<file path="config.mk">
export PLATFORM = sky130hd
export DESIGN_NAME = msp_v2_frame_parser_flat
export DESIGN_NICKNAME = d
export VERILOG_FILES = /design/src/rtl/mspv2_pkg.sv /design/src/rtl/mspv2_ifs.sv /design/src/rtl/mspv2_front.sv /design/src/rtl/mspv2_back.sv /design/src/rtl/msp_v2_frame_parser.sv /design/src/flat_wrapper.sv
export SDC_FILE = /design/constraint.sdc
export NUM_CORES = 1
export LEC_CHECK = 0
export ABC_AREA = 1
export BUFFER_PORTS_ARGS = -buffer_cell sky130_fd_sc_hd__buf_2
export CAP_MARGIN = 20
export CELL_PAD_IN_SITES_DETAIL_PLACEMENT = 0
export CELL_PAD_IN_SITES_GLOBAL_PLACEMENT = 1
export CORE_MARGIN = 2
export CORE_UTILIZATION = 35
export DETAILED_ROUTE_END_ITERATION = 16
export PLACE_DENSITY = 0.72
export SLEW_MARGIN = 20
export SYNTH_ARGS = -nofsm -noshare
export SYNTH_HDL_FRONTEND = slang
export SYNTH_SLANG_ARGS = --single-unit
</file>
<file path="constraint.sdc">
create_clock -name clk -period 4.6 [get_ports clk]
set_clock_uncertainty 0.05 [all_clocks]
set_input_delay 1.38 -clock clk [delete_from_list [all_inputs] [get_ports clk]]
set_output_delay 1.38 -clock clk [all_outputs]
set_load 0.1 [all_outputs]
</file>
<file path="src/rtl/mspv2_pkg.sv">
// Package of the frame parser: types, codes, constants and the CRC-8 byte step.
// Used by the front end, back end and top level of the block and by its checker.
package mspv2_pkg;

  localparam int TIMER_WIDTH_DEF = 16;
  localparam int QUEUE_DEPTH_DEF = 4;
  localparam int CFG_INDEX_W     = 1;
  localparam int CFG_DATA_W      = 16;

  localparam logic [15:0] MAX_SIZE_RST = 16'd256;
  localparam logic [15:0] TIMEOUT_RST  = 16'd1000;
  localparam logic [7:0]  CRC_POLY     = 8'hD5;
  localparam logic [7:0]  CHAR_DOLLAR  = 8'h24;
  localparam logic [7:0]  CHAR_X       = 8'h58;
  localparam logic [7:0]  CHAR_GT      = 8'h3E;

  typedef enum logic [CFG_INDEX_W-1:0] {
    REG_MAX_SIZE = 1'b0,
    REG_TIMEOUT  = 1'b1
  } cfg_reg_t;

  typedef enum logic {
    CMD_BYTE = 1'b0,
    CMD_TICK = 1'b1
  } cmd_t;

  typedef enum logic [1:0] {
    KIND_DATA    = 2'd0,
    KIND_OK      = 2'd1,
    KIND_CRC_ERR = 2'd2,
    KIND_TIMEOUT = 2'd3
  } kind_t;

  typedef enum logic [3:0] {
    PH_HUNT  = 4'd0,
    PH_X     = 4'd1,
    PH_GT    = 4'd2,
    PH_FLAG  = 4'd3,
    PH_ID_LO = 4'd4,
    PH_ID_HI = 4'd5,
    PH_SZ_LO = 4'd6,
    PH_SZ_HI = 4'd7,
    PH_DATA  = 4'd8,
    PH_CRC   = 4'd9
  } phase_t;

  // Classified item as it sits in the queue.
  typedef struct packed {
    logic       tick;
    logic [7:0] data;
    logic       is_dollar;
    logic       is_x;
    logic       is_gt;
  } token_t;

  function automatic logic [7:0] crc8_step(input logic [7:0] crc, input logic [7:0] b);
    logic [7:0] c;
    c = crc ^ b;
    for (int k = 0; k < 8; k++) begin
      c = c[7] ? ((c << 1) ^ CRC_POLY) : (c << 1);
    end
    return c;
  endfunction

endpackage

</file>
<file path="src/rtl/mspv2_ifs.sv">
// Valid/ready channel interfaces of the frame parser: input items and results.
// No dependencies.
interface mspv2_in_if;
  logic       valid;
  logic       ready;
  logic       command;
  logic [7:0] rx_byte;

  modport source(output valid, command, rx_byte, input ready);
  modport sink(input valid, command, rx_byte, output ready);
endinterface

interface mspv2_out_if;
  logic        valid;
  logic        ready;
  logic [1:0]  result_kind;
  logic [7:0]  data_byte;
  logic [15:0] byte_index;
  logic        store_enable;
  logic [15:0] message_id;
  logic [15:0] payload_size;
  logic [15:0] stored_count;
  logic [7:0]  crc_computed;

  modport source(output valid, result_kind, data_byte, byte_index, store_enable, message_id,
                 payload_size, stored_count, crc_computed, input ready);
  modport sink(input valid, result_kind, data_byte, byte_index, store_enable, message_id,
               payload_size, stored_count, crc_computed, output ready);
endinterface

</file>
<file path="src/rtl/mspv2_front.sv">
// Front end: accepts items, classifies header characters, queues tokens.
// Depends on mspv2_pkg and mspv2_in_if.
module mspv2_front #(
  parameter int DEPTH = mspv2_pkg::QUEUE_DEPTH_DEF
) (
  input  logic                clk,
  input  logic                rst,
  mspv2_in_if.sink            items,
  output mspv2_pkg::token_t   head,
  output logic                head_valid,
  input  logic                pop
);
  import mspv2_pkg::*;

  localparam int PTR_W = (DEPTH > 1) ? $clog2(DEPTH) : 1;
  localparam int CNT_W = $clog2(DEPTH + 1);
  localparam logic [PTR_W-1:0] LAST = PTR_W'(DEPTH - 1);
  localparam logic [CNT_W-1:0] FULL = CNT_W'(DEPTH);

  token_t             queue_mem [DEPTH];
  logic [PTR_W-1:0]   wr_ptr;
  logic [PTR_W-1:0]   rd_ptr;
  logic [CNT_W-1:0]   count;
  logic [CNT_W-1:0]   count_next;
  logic               push;
  token_t             token_in;

  assign items.ready = (count != FULL);
  assign push        = items.valid && items.ready;
  assign head        = queue_mem[rd_ptr];
  assign head_valid  = (count != '0);

  always_comb begin
    token_in.tick      = (items.command == CMD_TICK);
    token_in.data      = items.rx_byte;
    token_in.is_dollar = (items.rx_byte == CHAR_DOLLAR);
    token_in.is_x      = (items.rx_byte == CHAR_X);
    token_in.is_gt     = (items.rx_byte == CHAR_GT);
  end

  always_comb begin
    case ({push, pop})
      2'b10:   count_next = count + 1'b1;
      2'b01:   count_next = count - 1'b1;
      default: count_next = count;
    endcase
  end

  always_ff @(posedge clk) begin
    if (push) begin
      queue_mem[wr_ptr] <= token_in;
    end
  end

  always_ff @(posedge clk) begin
    if (rst) begin
      wr_ptr <= '0;
      rd_ptr <= '0;
      count  <= '0;
    end else begin
      if (push) begin
        wr_ptr <= (wr_ptr == LAST) ? '0 : wr_ptr + 1'b1;
      end
      if (pop) begin
        rd_ptr <= (rd_ptr == LAST) ? '0 : rd_ptr + 1'b1;
      end
      count <= count_next;
    end
  end

endmodule

</file>
<file path="src/rtl/mspv2_back.sv">
// Back end: frame state machine, CRC-8, frame timer, config registers, result register.
// Depends on mspv2_pkg and mspv2_out_if.
module mspv2_back #(
  parameter int TIMER_WIDTH = mspv2_pkg::TIMER_WIDTH_DEF
) (
  input  logic                                  clk,
  input  logic                                  rst,
  input  mspv2_pkg::token_t                     head,
  input  logic                                  head_valid,
  output logic                                  pop,
  input  logic                                  cfg_we,
  input  logic [mspv2_pkg::CFG_INDEX_W-1:0]     cfg_index,
  input  logic [mspv2_pkg::CFG_DATA_W-1:0]      cfg_data,
  mspv2_out_if.source                           results
);
  import mspv2_pkg::*;

  localparam int CMP_W = (TIMER_WIDTH > 16) ? TIMER_WIDTH : 16;

  logic [15:0]            max_size;
  logic [15:0]            timeout_ticks;

  phase_t                 phase, phase_next;
  logic [7:0]             crc_value, crc_value_next;
  logic [15:0]            id_value, id_value_next;
  logic [15:0]            size_value, size_value_next;
  logic [15:0]            payload_counter, payload_counter_next;
  logic [TIMER_WIDTH-1:0] frame_timer, frame_timer_next;

  logic [7:0]             crc_upd;
  logic [TIMER_WIDTH-1:0] timer_sat;
  logic                   timer_hit;
  logic                   idx_last;
  logic [15:0]            size_hi_done;

  logic                   emit;
  kind_t                  kind;
  logic [7:0]             data_out;
  logic [15:0]            index_out;
  logic                   store_out;
  logic [15:0]            stored_out;

  logic                   res_valid;
  kind_t                  res_kind;
  logic [7:0]             res_data;
  logic [15:0]            res_index;
  logic                   res_store;
  logic [15:0]            res_id;
  logic [15:0]            res_size;
  logic [15:0]            res_stored;
  logic [7:0]             res_crc;

  assign pop = head_valid && (!res_valid || results.ready);

  assign crc_upd      = crc8_step((phase == PH_FLAG) ? 8'h00 : crc_value, head.data);
  assign timer_sat    = (frame_timer == '1) ? frame_timer : frame_timer + 1'b1;
  assign timer_hit    = (CMP_W'(timer_sat) >= CMP_W'(timeout_ticks));
  assign idx_last     = (({1'b0, payload_counter} + 17'd1) >= {1'b0, size_value});
  assign size_hi_done = {head.data, size_value[7:0]};

  // next state
  always_comb begin
    phase_next           = phase;
    crc_value_next       = crc_value;
    id_value_next        = id_value;
    size_value_next      = size_value;
    payload_counter_next = payload_counter;
    frame_timer_next     = frame_timer;
    if (head.tick) begin
      if (phase != PH_HUNT) begin
        if (timer_hit) begin
          phase_next       = PH_HUNT;
          frame_timer_next = '0;
        end else begin
          frame_timer_next = timer_sat;
        end
      end
    end else begin
      case (phase)
        PH_HUNT: begin
          if (head.is_dollar) begin
            phase_next       = PH_X;
            frame_timer_next = '0;
          end
        end
        PH_X:  phase_next = head.is_x ? PH_GT : PH_HUNT;
        PH_GT: phase_next = head.is_gt ? PH_FLAG : PH_HUNT;
        PH_FLAG: begin
          crc_value_next       = crc_upd;
          id_value_next        = '0;
          size_value_next      = '0;
          payload_counter_next = '0;
          phase_next           = PH_ID_LO;
        end
        PH_ID_LO: begin
          crc_value_next = crc_upd;
          id_value_next  = {8'h00, head.data};
          phase_next     = PH_ID_HI;
        end
        PH_ID_HI: begin
          crc_value_next = crc_upd;
          id_value_next  = {head.data, id_value[7:0]};
          phase_next     = PH_SZ_LO;
        end
        PH_SZ_LO: begin
          crc_value_next  = crc_upd;
          size_value_next = {8'h00, head.data};
          phase_next      = PH_SZ_HI;
        end
        PH_SZ_HI: begin
          crc_value_next       = crc_upd;
          size_value_next      = size_hi_done;
          payload_counter_next = '0;
          phase_next           = (size_hi_done != '0) ? PH_DATA : PH_CRC;
        end
        PH_DATA: begin
          crc_value_next       = crc_upd;
          payload_counter_next = payload_counter + 1'b1;
          if (idx_last) begin
            phase_next = PH_CRC;
          end
        end
        PH_CRC: begin
          phase_next       = PH_HUNT;
          frame_timer_next = '0;
        end
        default: phase_next = PH_HUNT;
      endcase
    end
  end

  // result
  always_comb begin
    emit      = 1'b0;
    kind      = KIND_DATA;
    data_out  = '0;
    index_out = '0;
    store_out = 1'b0;
    if (head.tick) begin
      emit = (phase != PH_HUNT) && timer_hit;
      kind = KIND_TIMEOUT;
    end else begin
      case (phase)
        PH_DATA: begin
          emit      = 1'b1;
          kind      = KIND_DATA;
          data_out  = head.data;
          index_out = payload_counter;
          store_out = (payload_counter < max_size);
        end
        PH_CRC: begin
          emit = 1'b1;
          kind = (head.data == crc_value) ? KIND_OK : KIND_CRC_ERR;
        end
        default: emit = 1'b0;
      endcase
    end
    stored_out = (size_value_next < max_size) ? size_value_next : max_size;
  end

  always_ff @(posedge clk) begin
    if (rst) begin
      max_size        <= MAX_SIZE_RST;
      timeout_ticks   <= TIMEOUT_RST;
      phase           <= PH_HUNT;
      crc_value       <= '0;
      id_value        <= '0;
      size_value      <= '0;
      payload_counter <= '0;
      frame_timer     <= '0;
      res_valid       <= 1'b0;
    end else begin
      if (cfg_we) begin
        case (cfg_index)
          REG_MAX_SIZE: max_size      <= cfg_data;
          REG_TIMEOUT:  timeout_ticks <= cfg_data;
          default:      max_size      <= max_size;
        endcase
      end
      if (pop) begin
        phase           <= phase_next;
        crc_value       <= crc_value_next;
        id_value        <= id_value_next;
        size_value      <= size_value_next;
        payload_counter <= payload_counter_next;
        frame_timer     <= frame_timer_next;
        res_valid       <= emit;
      end else if (results.ready) begin
        res_valid <= 1'b0;
      end
    end
  end

  always_ff @(posedge clk) begin
    if (pop && emit) begin
      res_kind   <= kind;
      res_data   <= data_out;
      res_index  <= index_out;
      res_store  <= store_out;
      res_id     <= id_value_next;
      res_size   <= size_value_next;
      res_stored <= stored_out;
      res_crc    <= crc_value_next;
    end
  end

  assign results.valid        = res_valid;
  assign results.result_kind  = res_kind;
  assign results.data_byte    = res_data;
  assign results.byte_index   = res_index;
  assign results.store_enable = res_store;
  assign results.message_id   = res_id;
  assign results.payload_size = res_size;
  assign results.stored_count = res_stored;
  assign results.crc_computed = res_crc;

endmodule

</file>
<file path="src/rtl/msp_v2_frame_parser.sv">
// Path of an item: the edge that accepts it writes its token into the token queue; the edge
// that pops the token from the queue head steps the parser into the result register.
// Throughput: one item per cycle unless results stall, set by the parser step and CRC update.
// Reset (rst, synchronous): empties the queue, parser hunts for '$', max_size = 256,
// timeout_ticks = 1000; no clearing pass.
module msp_v2_frame_parser #(
  parameter int TIMER_WIDTH = mspv2_pkg::TIMER_WIDTH_DEF,
  parameter int QUEUE_DEPTH = mspv2_pkg::QUEUE_DEPTH_DEF
) (
  input  logic                              clk,
  input  logic                              rst,
  mspv2_in_if.sink                          items,
  mspv2_out_if.source                       results,
  input  logic                              cfg_we,
  input  logic [mspv2_pkg::CFG_INDEX_W-1:0] cfg_index,
  input  logic [mspv2_pkg::CFG_DATA_W-1:0]  cfg_data
);
  import mspv2_pkg::*;

  token_t head;
  logic   head_valid;
  logic   pop;

  mspv2_front #(
    .DEPTH(QUEUE_DEPTH)
  ) u_front (
    .clk       (clk),
    .rst       (rst),
    .items     (items),
    .head      (head),
    .head_valid(head_valid),
    .pop       (pop)
  );

  mspv2_back #(
    .TIMER_WIDTH(TIMER_WIDTH)
  ) u_back (
    .clk       (clk),
    .rst       (rst),
    .head      (head),
    .head_valid(head_valid),
    .pop       (pop),
    .cfg_we    (cfg_we),
    .cfg_index (cfg_index),
    .cfg_data  (cfg_data),
    .results   (results)
  );

endmodule

</file>
<file path="src/flat_wrapper.sv">
// flat-port wrapper written by rule: the top's interface ports become plain ports
module msp_v2_frame_parser_flat import mspv2_pkg::*;
#(
  parameter int TIMER_WIDTH = mspv2_pkg::TIMER_WIDTH_DEF,
  parameter int QUEUE_DEPTH = mspv2_pkg::QUEUE_DEPTH_DEF
)
  (clk, rst, cfg_we, cfg_index, cfg_data, items_valid, items_command, items_rx_byte, items_ready, results_valid, results_result_kind, results_data_byte, results_byte_index, results_store_enable, results_message_id, results_payload_size, results_stored_count, results_crc_computed, results_ready);
  mspv2_in_if items_i ();
  mspv2_out_if results_i ();
  input  logic clk;
  input  logic rst;
  input  logic cfg_we;
  input  logic [mspv2_pkg::CFG_INDEX_W-1:0] cfg_index;
  input  logic [mspv2_pkg::CFG_DATA_W-1:0] cfg_data;
  input wire logic [$bits(items_i.valid)-1:0] items_valid;
  input wire logic [$bits(items_i.command)-1:0] items_command;
  input wire logic [$bits(items_i.rx_byte)-1:0] items_rx_byte;
  output wire logic [$bits(items_i.ready)-1:0] items_ready;
  output wire logic [$bits(results_i.valid)-1:0] results_valid;
  output wire logic [$bits(results_i.result_kind)-1:0] results_result_kind;
  output wire logic [$bits(results_i.data_byte)-1:0] results_data_byte;
  output wire logic [$bits(results_i.byte_index)-1:0] results_byte_index;
  output wire logic [$bits(results_i.store_enable)-1:0] results_store_enable;
  output wire logic [$bits(results_i.message_id)-1:0] results_message_id;
  output wire logic [$bits(results_i.payload_size)-1:0] results_payload_size;
  output wire logic [$bits(results_i.stored_count)-1:0] results_stored_count;
  output wire logic [$bits(results_i.crc_computed)-1:0] results_crc_computed;
  input wire logic [$bits(results_i.ready)-1:0] results_ready;
  assign items_i.valid = items_valid;
  assign items_i.command = items_command;
  assign items_i.rx_byte = items_rx_byte;
  assign items_ready = items_i.ready;
  assign results_valid = results_i.valid;
  assign results_result_kind = results_i.result_kind;
  assign results_data_byte = results_i.data_byte;
  assign results_byte_index = results_i.byte_index;
  assign results_store_enable = results_i.store_enable;
  assign results_message_id = results_i.message_id;
  assign results_payload_size = results_i.payload_size;
  assign results_stored_count = results_i.stored_count;
  assign results_crc_computed = results_i.crc_computed;
  assign results_i.ready = results_ready;
  msp_v2_frame_parser #(.TIMER_WIDTH(TIMER_WIDTH), .QUEUE_DEPTH(QUEUE_DEPTH)) u_core (.clk(clk), .rst(rst), .items(items_i), .results(results_i), .cfg_we(cfg_we), .cfg_index(cfg_index), .cfg_data(cfg_data));
endmodule
</file>
# Word-level counts from Yosys, hierarchy flattened
# Memories as Yosys holds them, arrays and structs flattened. A register that Yosys moved wholly into a read port is not among the register bits.
# Cells that the tools add are included.
dict set report totals {
  output_inout_bits 85
  regBits 199
  mem_count 1
  word_cells 135
  ram_bits 48
  in_bits 31
}
# memory words word_bits read_ports rd_clocked_by_memory_dff write_ports line_no
set memory_table {}
lappend memory_table {u_core.u_front.queue_mem 4 12 1 1 1 mspv2_front.sv:20} ;# token_t queue_mem [DEPTH];
dict set report classes {
  magnitude_cmp 4
  add_sub_neg 7
  n_reduce_logical 23
  muxes 45
  n_eq_ne 23
  n_bitwise 12
}
# operator n
set ops {}
lappend ops {{$mux W16} 8}
lappend ops {{$pmux W16 S3} 2}
lappend ops {{$mux W8} 11}
lappend ops {{$pmux W16 S2} 2}
lappend ops {{$not A5 Y5} 8}
lappend ops {{$pmux W4 S9} 1}
lappend ops {{$add A16 B1 Y16 const B} 2}
lappend ops {{$lt A16 B16 Y1} 2}
lappend ops {{$mux W4} 5}
lappend ops {{$add A16 B1 Y17 const B} 1}
lappend ops {{$ge A17 B16 Y1} 1}
lappend ops {{$eq A16 B16 Y1 const B} 1}
lappend ops {{$eq A4 B3 Y1 const B} 4}
lappend ops {{$eq A8 B6 Y1 const B} 2}
lappend ops {{$ge A16 B16 Y1} 1}
lappend ops {{$mux W2} 8}
lappend ops {{$reduce_bool A16 Y1} 1}
lappend ops {{$eq A4 B2 Y1 const B} 2}
lappend ops {{$eq A4 B4 Y1 const B} 2}
lappend ops {{$eq A8 B7 Y1 const B} 1}
lappend ops {{$eq A8 B8 Y1} 1}
lappend ops {{$xor A8 B8 Y8} 1}
lappend ops {{$mux W1} 7}
lappend ops {{$eq A2 B2 Y1 const B} 3}
lappend ops {{24 further kinds} 37}

# Longest topological paths before layout
# Gate-level depths: netlist (run 1).
dict set report depth {
  ltp_word 21
  mapped_depth 23
  mapped_depth_nobuf 21
}

# Hierarchy
# A second synthesis (run 1) with hierarchy kept.
dict set report unflattened {
  cells_unflattened 1462
  hier_area_um2 12553.3
}
# mod area_per_inst_um2 seq_area_each_um2 cells_each n_inst
set by_module_without_submodules {}
lappend by_module_without_submodules {mspv2_back 10227.3 4674.5 1268 1}
lappend by_module_without_submodules {mspv2_front 2326.0 1621.6 194 1}

# Worst setup path after synthesis (run 1)
# OpenSTA, ideal clock, no wires.
dict set report synth_timing {
  kind {register to register}
  from {register u_core.u_back.frame_timer[0]}
  to {register u_core.u_back.res_index[0], in the netlist u_core.u_back.results.byte_index[0], enable pin}
  arrival_ps 4039
  path_buffers 0
  stages_incl_launch_ff 19
  path_slack_ps 74
  synth_period_minus_slack_ps 4526
  setup_ps 438
  required_time_ps 4112
  path_cell_list {dfxtp_1 -> ha_1 -> inv_1 -> nor3_2 -> nand3_1 -> nor2_1 -> nand2_1 -> nor2_2 -> inv_1 -> nand2_1 -> o21ai_0 -> ha_1 -> a21oi_1 -> o21a_1 -> o221ai_1 -> nand2_1 -> nand4_1 -> nand2_1 -> inv_1}
}
dict set report synth_via {
  elab_chain_len 6
  elab_cells_between_ends 7
  classes_between {1 x add/sub; 1 x order compare; 1 x eq/ne; 2 x mux; 2 x reduce/logical}
}
# element line_no
set synth_lines {}
lappend synth_lines {{from (decl)} mspv2_back.sv:28} ;# logic [TIMER_WIDTH-1:0] frame_timer, frame_timer_next;
lappend synth_lines {{from (signal assigned)} mspv2_back.sv:186} ;# frame_timer <= frame_timer_next;
lappend synth_lines {{$add A16 B1 Y16 / $eq A16 B16 Y1 (equally long branches)} mspv2_back.sv:56} ;# assign timer_sat = (frame_timer == '1) ? frame_timer : frame_timer + 1'b1;
lappend synth_lines {{$mux W16 *} mspv2_back.sv:56}
lappend synth_lines {{$ge A16 B16 Y1 *} mspv2_back.sv:57} ;# assign timer_hit = (CMP_W'(timer_sat) >= CMP_W'(timeout_ticks));
lappend synth_lines {{$logic_and A1 B1 Y1 *} mspv2_back.sv:140} ;# emit = (phase != PH_HUNT) && timer_hit;
lappend synth_lines {{$mux W1 *} mspv2_back.sv:139} ;# if (head.tick) begin
lappend synth_lines {{$logic_and A1 B1 Y1 *} mspv2_back.sv:195} ;# if (pop && emit) begin
lappend synth_lines {{to (signal assigned)} mspv2_back.sv:198} ;# res_index <= index_out;
lappend synth_lines {{to (decl)} mspv2_back.sv:46} ;# logic [15:0] res_index;
# Mark *: on every way between the ends. The rest lies on a longest branch, timed or not.
# A chain may end at the register's enable or synchronous reset.

# Worst setup path in the final report (run 1)
dict set report layout_timing {
  from {register u_core.u_back.frame_timer[0]}
  to {register u_core.u_back.res_crc[1], in the netlist u_core.u_back.results.crc_computed[1], enable pin}
}
dict set report layout_via {
  elab_chain_len 6
  elab_cells_between_ends 7
  classes_between {1 x add/sub; 1 x order compare; 1 x eq/ne; 2 x mux; 2 x reduce/logical}
}
# element line_no
set layout_lines {}
lappend layout_lines {{$add A16 B1 Y16 / $eq A16 B16 Y1 (equally long branches)} mspv2_back.sv:56}
lappend layout_lines {{$mux W16 *} mspv2_back.sv:56}
lappend layout_lines {{$ge A16 B16 Y1 *} mspv2_back.sv:57}
lappend layout_lines {{$logic_and A1 B1 Y1 *} mspv2_back.sv:140}
lappend layout_lines {{$mux W1 *} mspv2_back.sv:139}
lappend layout_lines {{$logic_and A1 B1 Y1 *} mspv2_back.sv:195}
lappend layout_lines {{to (signal assigned)} mspv2_back.sv:203} ;# res_crc <= crc_value_next;
lappend layout_lines {{to (decl)} mspv2_back.sv:51} ;# logic [7:0] res_crc;
# Marked as above.

==> results of run 1 <==
[critical path, stage by stage, from the launching register on]
cell	delay [ns]
dfxtp_1	0.37
ha_1	0.16
inv_1	0.07
nor3_2	0.21
nand3_1	0.17
nor2_1	0.16
nand2_1	0.12
nor2_2	0.30
inv_1	0.14
nand2_1	0.08
o21ai_0	0.15
ha_1	0.34
a21oi_1	0.08
o21a_1	0.17
o221ai_1	0.20
nand2_1	0.08
nand4_1	0.16
nand2_1	0.10
clkinv_2	0.08
buf_12	0.28
[per-layer routing]
layer | part of all wire [%] | vias up | global-route usage [%]
li1 | - | 5221 | -
met1 | 47 | 4778 | 23.5
met2 | 47 | 181 | 29.1
met3 | 4.0 | 47 | 2.17
met4 | 2.6 | 0 | 5.47
met5 | 0 | - | 0
[layout by cell type (no fill, tap or decap), types with 5 or more instances in the layout]
| cell type | n |
|---|---|
| a21oi_1 | 118 |
| a31oi_1 | 23 |
| buf_2 | 115 |
| buf_4 | 17 |
| bufinv_16 | 5 |
| clkbuf_16 | 29 |
| clkinvlp_4 | 7 |
| dfxtp_1 | 118 |
| edfxtp_1 | 131 |
| ha_1 | 70 |
| inv_1 | 227 |
| inv_2 | 6 |
| nand2_1 | 259 |
| nand2_2 | 36 |
| nand2_4 | 10 |
| nand3_1 | 74 |
| nand3_2 | 6 |
| nand4_1 | 13 |
| nor2_1 | 123 |
| nor3_1 | 20 |
| nor4_1 | 6 |
| o211ai_1 | 9 |
| o21ai_0 | 90 |
| o22ai_1 | 32 |
| xor2_1 | 31 |
[stage by stage]
stage	setup slack, ns	instance area (sq um)	power, mW	cells
2_1_floorplan	0.0735	12900	7.57	1498
3_3_place_gp	0.821	14000	8.61	2051
3_5_place_dp	0.702	14000	8.68	2051
4_1_cts	0.655	15000	11.1	2103
5_1_grt	0.279	15000	11.7	2103
6_report	0.681	15000	11.0	2104
[cells by family (layout without fill, tap and decap cells)]
group / count (synthesis) / count (layout) / synth area share [%]
XOR/XNOR: 35 / 35 / 2.49
adder cells (fa/ha/maj): 71 / 71 / 6.94
AO/OA/AOI/OAI: 295 / 295 / 12.8
other: 0 / 1 / 0
AND/OR/NAND/NOR: 563 / 563 / 20.0
buffers and inverters: 285 / 422 / 8.98
flip-flops: 249 / 249 / 48.8
[power breakdown]
group	switching [mW]	internal (mW)
Clock	0.932	1.48
Combinational	4.28	1.21
Sequential	0.193	2.94
Total	5.41	5.63
[path summary, 6_finish.rpt]
kind | slack, ns | to | depth (start not counted) | startpoint
setup / recovery | 0.68 | u_core.u_back.results.crc_computed[1] | 19 | u_core.u_back.frame_timer[0]
hold / removal | 0.41 | u_core.u_front.count[0] | 1 | u_core.u_front.count[0]
setup reg to reg | 0.68 | u_core.u_back.results.crc_computed[1] | 19 | u_core.u_back.frame_timer[0]
hold reg to reg | 0.41 | u_core.u_front.count[0] | 1 | u_core.u_front.count[0]
[final cells by class]
| class | count | share of cell area, % |
|---|---|---|
| timing repair buffer | 133 | 4.83 |
| multi-input combinational | 964 | 36.5 |
| antenna | 1 | 0.0167 |
| clock buffer | 35 | 5.20 |
| sequential | 249 | 42.1 |
| inverter | 237 | 5.99 |
| tap | 468 | 3.91 |
| clock inverter | 17 | 1.50 |
==> reports/results.ini, run 1 <==
[run_status]
status = finished clean

[logic_synthesis]
synth_area_leaders = edfxtp_1 30%, dfxtp_1 18%, nand2_1 7.5%, ha_1 6.8%, inv_1 6.6%
synth_edf_count = 131
synthArstFlopShare_pct = 0
synth_fp_nets = 1600
synth_ff_type = edfxtp_1
yosysMostFrequentCell = nand2_1
yosysSeqAreaShare_pct = 48.8
synthCells = 1498
netlist_top_cells_count = 259 x nand2_1, 228 x inv_1, 131 x edfxtp_1
netlist.area_leader.share_pct = 30.5
yosys_warnings = 0
synth.largest_area_cell = edfxtp_1
syn_area_sq_um = 12900
syn_area_per_cell_sq_um = 8.61
ys_ff_latch = 249
synth.distinct_cells = 53

[global_routing]
track_usage_pct = 17.4
grt-ovfl-total = 0
antenna_found_initial = 1
grt_pass1_wl_um = 52600
grt_pass1_vias = 9489
grt_max_degree = 71

[detailed_routing]
ant_nets = 0
drtIter0Drc = 601
wire_per_inst_um = 16.0
vias = 10227
drt-total-wl_um = 33700
viasPerCell = 4.86
drt_pass1_iterations = 7
drc = 0

[placement]
place_congestion = 0.830
portBuffers = 115
hpwl_um = 24200

[worst_setup_path]
crit_arrival_ns = 4.07
cp_max_fo = 68
end_kind = flip-flop
crit_path_start_kind = flip-flop
required_ns = 4.75
crit_type = reg -> reg

[power_and_ir_drop]
p_leak_nw = 6.55
powerDensity_nw_per_um2 = 737
max-vdd-ir-drop_mv = 0.310

[clock_network]
htree_levels = 1
clockBufferDepth = 3
cts_resized = 0
tritoncts = yes
clkTransAtPathRegs_ns = 0.06
cts.sink_count = 249
cts_buffers = 28
hold_buffers = 0
root_buffer = clkbuf_16
postCtsSetupBuffers = 0
insertion_delay_ns = 0.56

[timing]
whs_ns = 0.411
hold_violations = 0
layout_worst_path_cycle_share_pct = 85.2
final_max_slew_viol_count = 0
rsz0062_at_grt = no
finalSetupTns_ns = 0
worst-slew-pin-transition_ns = 1.05
setup-violations-final = 0
slew-limit-headroom_pct = 29.8
min_period_ns = 3.92
max_freq_mhz = 255

[floorplanning]
row_count = 70
fp.dieW_um = 196
initial_utilization_pct = 35.4
fp.dieArea_sq_um = 38400
pin_count = 116
core_sq_um = 36400
die_h_um = 196

[layout]
fin_util_pct = 41.1
largest_register_ffs = 48
regMostFlops = u_core.u_front.queue_mem
layout.area.seq_sq_um = 6300
area_growth_pct = 16.0
final_nets = 1715
nFillCells = 3631
drive_gt1_share_pct = 15.8
multi_input_area_sq_um = 5460

[hold_path]
min_path_type = reg -> reg

[job]
max_cap_violations = 0

(Power assumes the default switching activity.)
==> run 2: changes to the inputs <==
- CORE_ASPECT_RATIO: default -> 1.1
- HOLD_SLACK_MARGIN: default -> 0.06
==> run 2 against run 1 <==
- total power down 1.2%
- sequential power about the same
- sequential cell count unchanged
- highest routed layer unchanged
==> reports/results.ini, run 2 (synthesis gave the netlist of run 1 again) <==
[timing]
worst-slew-pin-transition_ns = 0.877  ; -0.174 ns
final_max_slew_viol_count = 0  ; unchanged
layout_worst_path_cycle_share_pct = 88.6  ; +3.4 points
min_period_ns = 4.08  ; +0.158 ns
hold_violations = 0  ; unchanged
rsz0062_at_grt = no
finalSetupTns_ns = 0  ; unchanged
setup-violations-final = 0  ; unchanged
max_freq_mhz = 245  ; -3.9%
slew-limit-headroom_pct = 41.5  ; +12 points

[layout]
drive_gt1_share_pct = 16.6  ; +0.73 points
regMostFlops = u_core.u_front.queue_mem
stdcell_count = 2134  ; +1.4%
most-common-layout-cells = 259 x nand2_1, 227 x inv_1, 131 x edfxtp_1, 122 x nor2_1
largest_register_ffs = 48  ; unchanged
fin_util_pct = 41.4  ; +0.33 points
final_common_cell = nand2_1
nFillCells = 3642  ; +0.30%
area_growth_pct = 16.4
design_area_sq_um = 15000  ; +0.32%
final_nets = 1727  ; +0.70%
num_antenna_cells = 0  ; -1

[clock_network]
tritoncts = yes
cts.sink_count = 249  ; unchanged
postCtsSetupBuffers = 0  ; unchanged
htree_levels = 1  ; unchanged
insertion_delay_ns = 0.54  ; -0.02 ns
hold_buffers = 0  ; unchanged
cts_resized = 0  ; unchanged
clkTransAtPathRegs_ns = 0.06  ; about the same
root_buffer = clkbuf_16
clockBufferDepth = 3  ; unchanged
cts_buffers = 28  ; unchanged

[global_routing]
track_usage_pct = 16.9  ; -0.51 points
grt_pass1_wl_um = 51300  ; -2.5%
antenna_found_initial = 0  ; -1
grt_max_degree = 69  ; -2.8%
grt_pass1_vias = 9450  ; -0.41%
grt-ovfl-total = 0  ; unchanged

[hold_path]
min_path_type = reg -> reg

[placement]
place_congestion = 0.849  ; +2.3%
hpwl_um = 24300  ; +0.67%
place_area_sq_um = 14100  ; +0.82%
place_inst = 2082  ; +1.5%
portBuffers = 115  ; unchanged

[floorplanning]
pin_count = 116  ; unchanged
fp.dieW_um = 187  ; -4.6%
row_count = 73  ; +4.3%
fp.dieArea_sq_um = 38400  ; about the same
initial_utilization_pct = 35.6  ; +0.17 points
core_sq_um = 36300  ; -0.48%
die_h_um = 205  ; +4.8%

[power_and_ir_drop]
seq_power_share_pct = 28.6  ; +0.2 points
max-vdd-ir-drop_mv = 0.302  ; -2.4%
netSwitchingFraction_pct = 49.5  ; +0.46 points
power.share.clock_pct = 20.6  ; -1.2 points
switching_power_mw = 5.39  ; -0.23%
powerDensity_nw_per_um2 = 726  ; -1.5%
p_comb_share_pct = 50.7  ; +0.9 points
p_leak_nw = 6.59  ; +0.61%
intPower_mw = 5.51  ; -2.1%

[detailed_routing]
ant_nets = 0  ; unchanged
drt-total-wl_um = 33300  ; -1.2%
viasPerCell = 4.79  ; -1.4%
drt_pass1_iterations = 6  ; -1
drc = 0  ; unchanged
wire_per_inst_um = 15.6  ; -2.6%
vias = 10231  ; +0.039%
drtIter0Drc = 598  ; -0.50%

[worst_setup_path]
cp_max_fo = 67  ; -1.5%
end_kind = flip-flop
crit_path_start_kind = flip-flop
required_ns = 4.71  ; -0.04 ns
crit_arrival_ns = 4.19  ; +0.12 ns
crit_type = reg -> reg

[job]
max_cap_violations = 0  ; unchanged

[run_status]
status = finished clean

run 2: layer usage:
layer	global-route usage (%)	wire [um]	vias to the layer above
li1	-	-	5242
met5	0	0	-
met1	21.4	14700	4703
met3	2.13	1390	57
met2	29.9	16200	229
met4	5.50	956	0
run 2: final cells by class:
class                           count  area (sq um)  share of cell area (%)
Sequential cell                   249          6300                    41.9
Clock inverter                     21           204                    1.36
Inverter                          237           896                    5.97
Timing Repair Buffer              145           813                    5.42
Tap cell                          487           609                    4.06
Clock buffer                       31           733                    4.88
Multi-Input combinational cell    964          5460                    36.4
run 2: stage by stage:
stage | total power, mW | hold WS [ns] | setup slack [ns]
2_1_floorplan | 7.57 | 0.372 | 0.0735
4_1_cts | 11.0 | 0.405 | 0.514
3_3_place_gp | 8.66 | 0.387 | 0.610
5_1_grt | 11.6 | 0.432 | 0.136
6_report | 10.9 | 0.408 | 0.523
3_5_place_dp | 8.71 | 0.391 | 0.541
run 2: critical path, stage by stage, from the launching register on:
cell and delay [ns]:
dfxtp_1 0.36, ha_1 0.16, inv_1 0.06, nor3_2 0.20, nand3_1 0.18, nor2_1 0.17
nand2_1 0.12, nor2_2 0.31, inv_1 0.14, nand2_1 0.08, o21ai_0 0.12, ha_1 0.32
a21oi_1 0.07, o21a_1 0.17, o221ai_1 0.15, nand2_1 0.08, nand4_1 0.14, nand2_1 0.09
clkinv_2 0.06, buf_4 0.62
run 2: power by group through the flow:
stage / registers (mW) / clock network, mW / logic, mW
4_1_cts: 3.13 / 2.30 / 5.56
6_report: 3.12 / 2.25 / 5.53
2_1_floorplan: 4.76 / 0 / 2.81
5_1_grt: 3.17 / 2.39 / 6.01
3_3_place_gp: 3.16 / 0 / 5.49
3_5_place_dp: 3.17 / 0 / 5.54
run 2: worst paths after layout:
check / startpoint / to / slack [ns] / cells after the start
min: u_core.u_front.count[0] / u_core.u_front.count[0] / 0.41 / 1
max: u_core.u_back.frame_timer[0] / u_core.u_back.results.stored_count[6] / 0.52 / 19
min reg2reg: u_core.u_front.count[0] / u_core.u_front.count[0] / 0.41 / 1
max reg2reg: u_core.u_back.frame_timer[0] / u_core.u_back.results.stored_count[6] / 0.52 / 19
==> run 3: changes to the inputs <==
- ABC_AREA: 1 -> default
- PLACE_DENSITY: 0.72 -> 0.67
- clock period: 4.6 -> 4.7 ns (I/O delays scaled with it)
==> run 3 against run 2 <==
- clock power decreased by 6%
- combinational power is 20% lower
- sequential share of layout area increased by 1.7 points
- wire length grew 0.10%
- maximum frequency shrank 4.0%
- via count fell by 9.2%
- setup slack worse by 0.069 ns
- synthesized cell count decreased by 20%
- global-route usage increased by 0.97 points
- highest routed layer unchanged
==> reports/results.ini, run 3 <==
[run_status]
status = finished clean

[worst_setup_path]
cp_max_fo = 16  ; -76%
crit_path_max_incr_delay_ns = 0.57  ; -0.05 ns
slowest_stage = o21ai_0
crit_arrival_ns = 4.48  ; +0.29 ns
r2r_slack_ns = 0.45  ; -0.07 ns
r2r_cells = 11  ; -8
required_ns = 4.93  ; +0.22 ns
crit_path_start_kind = flip-flop
cp_common_cell = mux2i_1
crit_type = reg -> reg
cp_cell_sequence = mux2i_1 -> mux2i_1 -> nor2_1 -> o211ai_1 -> o21ai_0 -> ha_1 -> nand4_1 -> nor3_1 -> a221oi_1 -> o2111ai_4 -> mux2_2
reg2reg_to = u_core.u_back.results.stored_count[10]
end_kind = flip-flop

[floorplanning]
pin_count = 116  ; unchanged
core_sq_um = 35000  ; -3.4%
die_h_um = 201  ; -2.0%
initial_utilization_pct = 35.3  ; -0.26 points
fp.dieW_um = 183  ; -2.0%
row_count = 72  ; -1.4%
fp.dieArea_sq_um = 36900  ; -4.0%

[global_routing]
antenna_found_initial = 0  ; unchanged
grt-ovfl-total = 0  ; unchanged
grt_pass1_vias = 9057  ; -4.2%
track_usage_pct = 17.8  ; +0.97 points
grt_pass1_wl_um = 51600  ; +0.66%
grt_max_degree = 81  ; +17%

[clock_network]
clockBufferDepth = 3  ; unchanged
insertion_delay_ns = 0.53  ; about the same
postCtsSetupBuffers = 0  ; unchanged
hold_buffers = 0  ; unchanged
htree_levels = 1  ; unchanged
cts_resized = 0  ; unchanged
clkTransAtPathRegs_ns = 0.06  ; about the same
root_buffer = clkbuf_16
cts.sink_count = 249  ; unchanged
tritoncts = yes
cts_buffers = 27  ; -3.6%

[timing]
hold_violations = 0  ; unchanged
max_freq_mhz = 236  ; -4.0%
setup-violations-final = 0  ; unchanged
layout_worst_path_cycle_share_pct = 90.3  ; +1.7 points
finalSetupTns_ns = 0  ; unchanged
slew-limit-headroom_pct = 31.8  ; -9.6 points
whs_ns = 0.409  ; +0.000906 ns
final_max_slew_viol_count = 0  ; unchanged
min_period_ns = 4.25  ; +0.169 ns
rsz0062_at_grt = no
worst-slew-pin-transition_ns = 1.01  ; +0.137 ns

[power_and_ir_drop]
p_total_mw = 9.43  ; -13%
max-vdd-ir-drop_mv = 0.408  ; +35%
powerDensity_nw_per_um2 = 654  ; -10%
p_leak_nw = 5.62  ; -15%

[detailed_routing]
drt-total-wl_um = 33300  ; +0.10%
drc = 0  ; unchanged
wire_per_inst_um = 18.7  ; +20%
viasPerCell = 5.22  ; +8.9%
drtIter0Drc = 624  ; +4.3%
vias = 9285  ; -9.2%
drt_pass1_iterations = 7  ; +1
ant_nets = 0  ; unchanged

[logic_synthesis]
synthArstFlopShare_pct = 0  ; unchanged
yosysSeqAreaShare_pct = 50.9  ; +2.1 points
synth_ff_type = edfxtp_1
ys_ff_latch = 249  ; unchanged
syn_area_sq_um = 12400  ; -4.1%
syn_area_per_cell_sq_um = 10.3  ; +19%
synth.distinct_cells = 60  ; +13%
synth.largest_area_cell = edfxtp_1
netlist_top_cells_count = 134 x nand2_1, 131 x edfxtp_1, 118 x dfxtp_1
netlist.area_leader.share_pct = 31.8  ; +1.3 points
yosysMostFrequentCell = nand2_1
yosys_warnings = 0  ; unchanged
synth_edf_count = 131  ; unchanged
synth_area_leaders = edfxtp_1 32%, dfxtp_1 19%, ha_1 7.1%, nand2_1 4.1%, nor2_1 3.5%
synth_fp_nets = 1307  ; -18%
synthCells = 1205  ; -20%

[hold_path]
hold_depth = 2  ; +1
worstHoldStart = u_core.u_back.timeout_ticks[12]
min_path_type = reg -> reg
whs_endpoint = u_core.u_back.timeout_ticks[12]

[layout]
regMostFlops = u_core.u_front.queue_mem
multi_input_area_sq_um = 5690  ; +4.1%
most-common-layout-cells = 134 x nand2_1, 131 x edfxtp_1, 117 x dfxtp_1, 114 x buf_2, 113 x nor2_1
final_nets = 1416  ; -18%
nFillCells = 3405  ; -6.5%
final_common_cell = nand2_1
largest_register_ffs = 48  ; unchanged
layout.area.seq_sq_um = 6300  ; about the same
drive_gt1_share_pct = 17.7  ; +1.1 points
area_growth_pct = 16.6
num_antenna_cells = 0  ; unchanged

[placement]
place_congestion = 0.823  ; -3.1%
portBuffers = 115  ; unchanged
hpwl_um = 23700  ; -2.7%

[job]
max_cap_violations = 0  ; unchanged

## run 3: where the power goes
group          internal, mW  switching (mW)
sequential             2.70           0.196
clock                  1.25           0.866
combinational          1.59            2.83
total                  5.54            3.90
## run 3: metal layers
metal | global-route usage (%) | part of all wire, %
met5 | 0 | 0
met4 | 4.66 | 2.1
met3 | 2.73 | 4.3
met2 | 30.9 | 49
met1 | 23.2 | 44
## run 3: worst max-delay path by stage
stage,start,end,depth (start not counted)
floorplan,u_core.u_back.frame_timer[4],u_core.u_back.results.byte_index[0],15
global placement,flip-flop,u_core.u_back.results.stored_count[9],11
detailed placement,flip-flop,u_core.u_back.results.stored_count[10],11
CTS,flip-flop,u_core.u_back.results.stored_count[10],11
global route,flip-flop,u_core.u_back.results.stored_count[10],11
finish,flip-flop,u_core.u_back.results.stored_count[10],11
## run 3: kinds of logic after synthesis
kind of cell / count (synthesis) / synth area share (%)
buf+inv: 119 / 3.83
fa+ha+maj: 71 / 7.24
compound gates: 231 / 11.9
xor+xnor: 64 / 5.01
mux: 42 / 4.81
simple gates: 429 / 16.4
flops: 249 / 50.9
## run 3: layout make-up
| cell class | instances | area share, % |
|---|---|---|
| clock inverters | 10 | 0.746 |
| multi-input cells | 837 | 39.4 |
| inverters | 56 | 1.48 |
| clock buffers | 39 | 5.34 |
| repair buffers | 143 | 5.55 |
| well taps | 444 | 3.85 |
| flip-flops and latches | 249 | 43.6 |
## run 3: through the flow
step           worst slack (ns)  utilization, %  cells  cell area (sq um)
3_3_place_gp              0.527            38.6   1729              13500
2_1_floorplan           0.00102               -   1205              12400
6_report                  0.454            41.2   1778              14400
4_1_cts                   0.401            41.1   1778              14400
5_1_grt                  0.0998            41.2   1778              14400
3_5_place_dp              0.433            38.6   1729              13500
## run 3: critical path: cells and delay by family (launching register included)
kind	cells	cell delay, ns
AOI/OAI and AO/OA	4	1.84
adders and majority gates	1	0.35
DFF	1	0.52
muxes	3	0.85
and+or+nand+nor	3	0.38
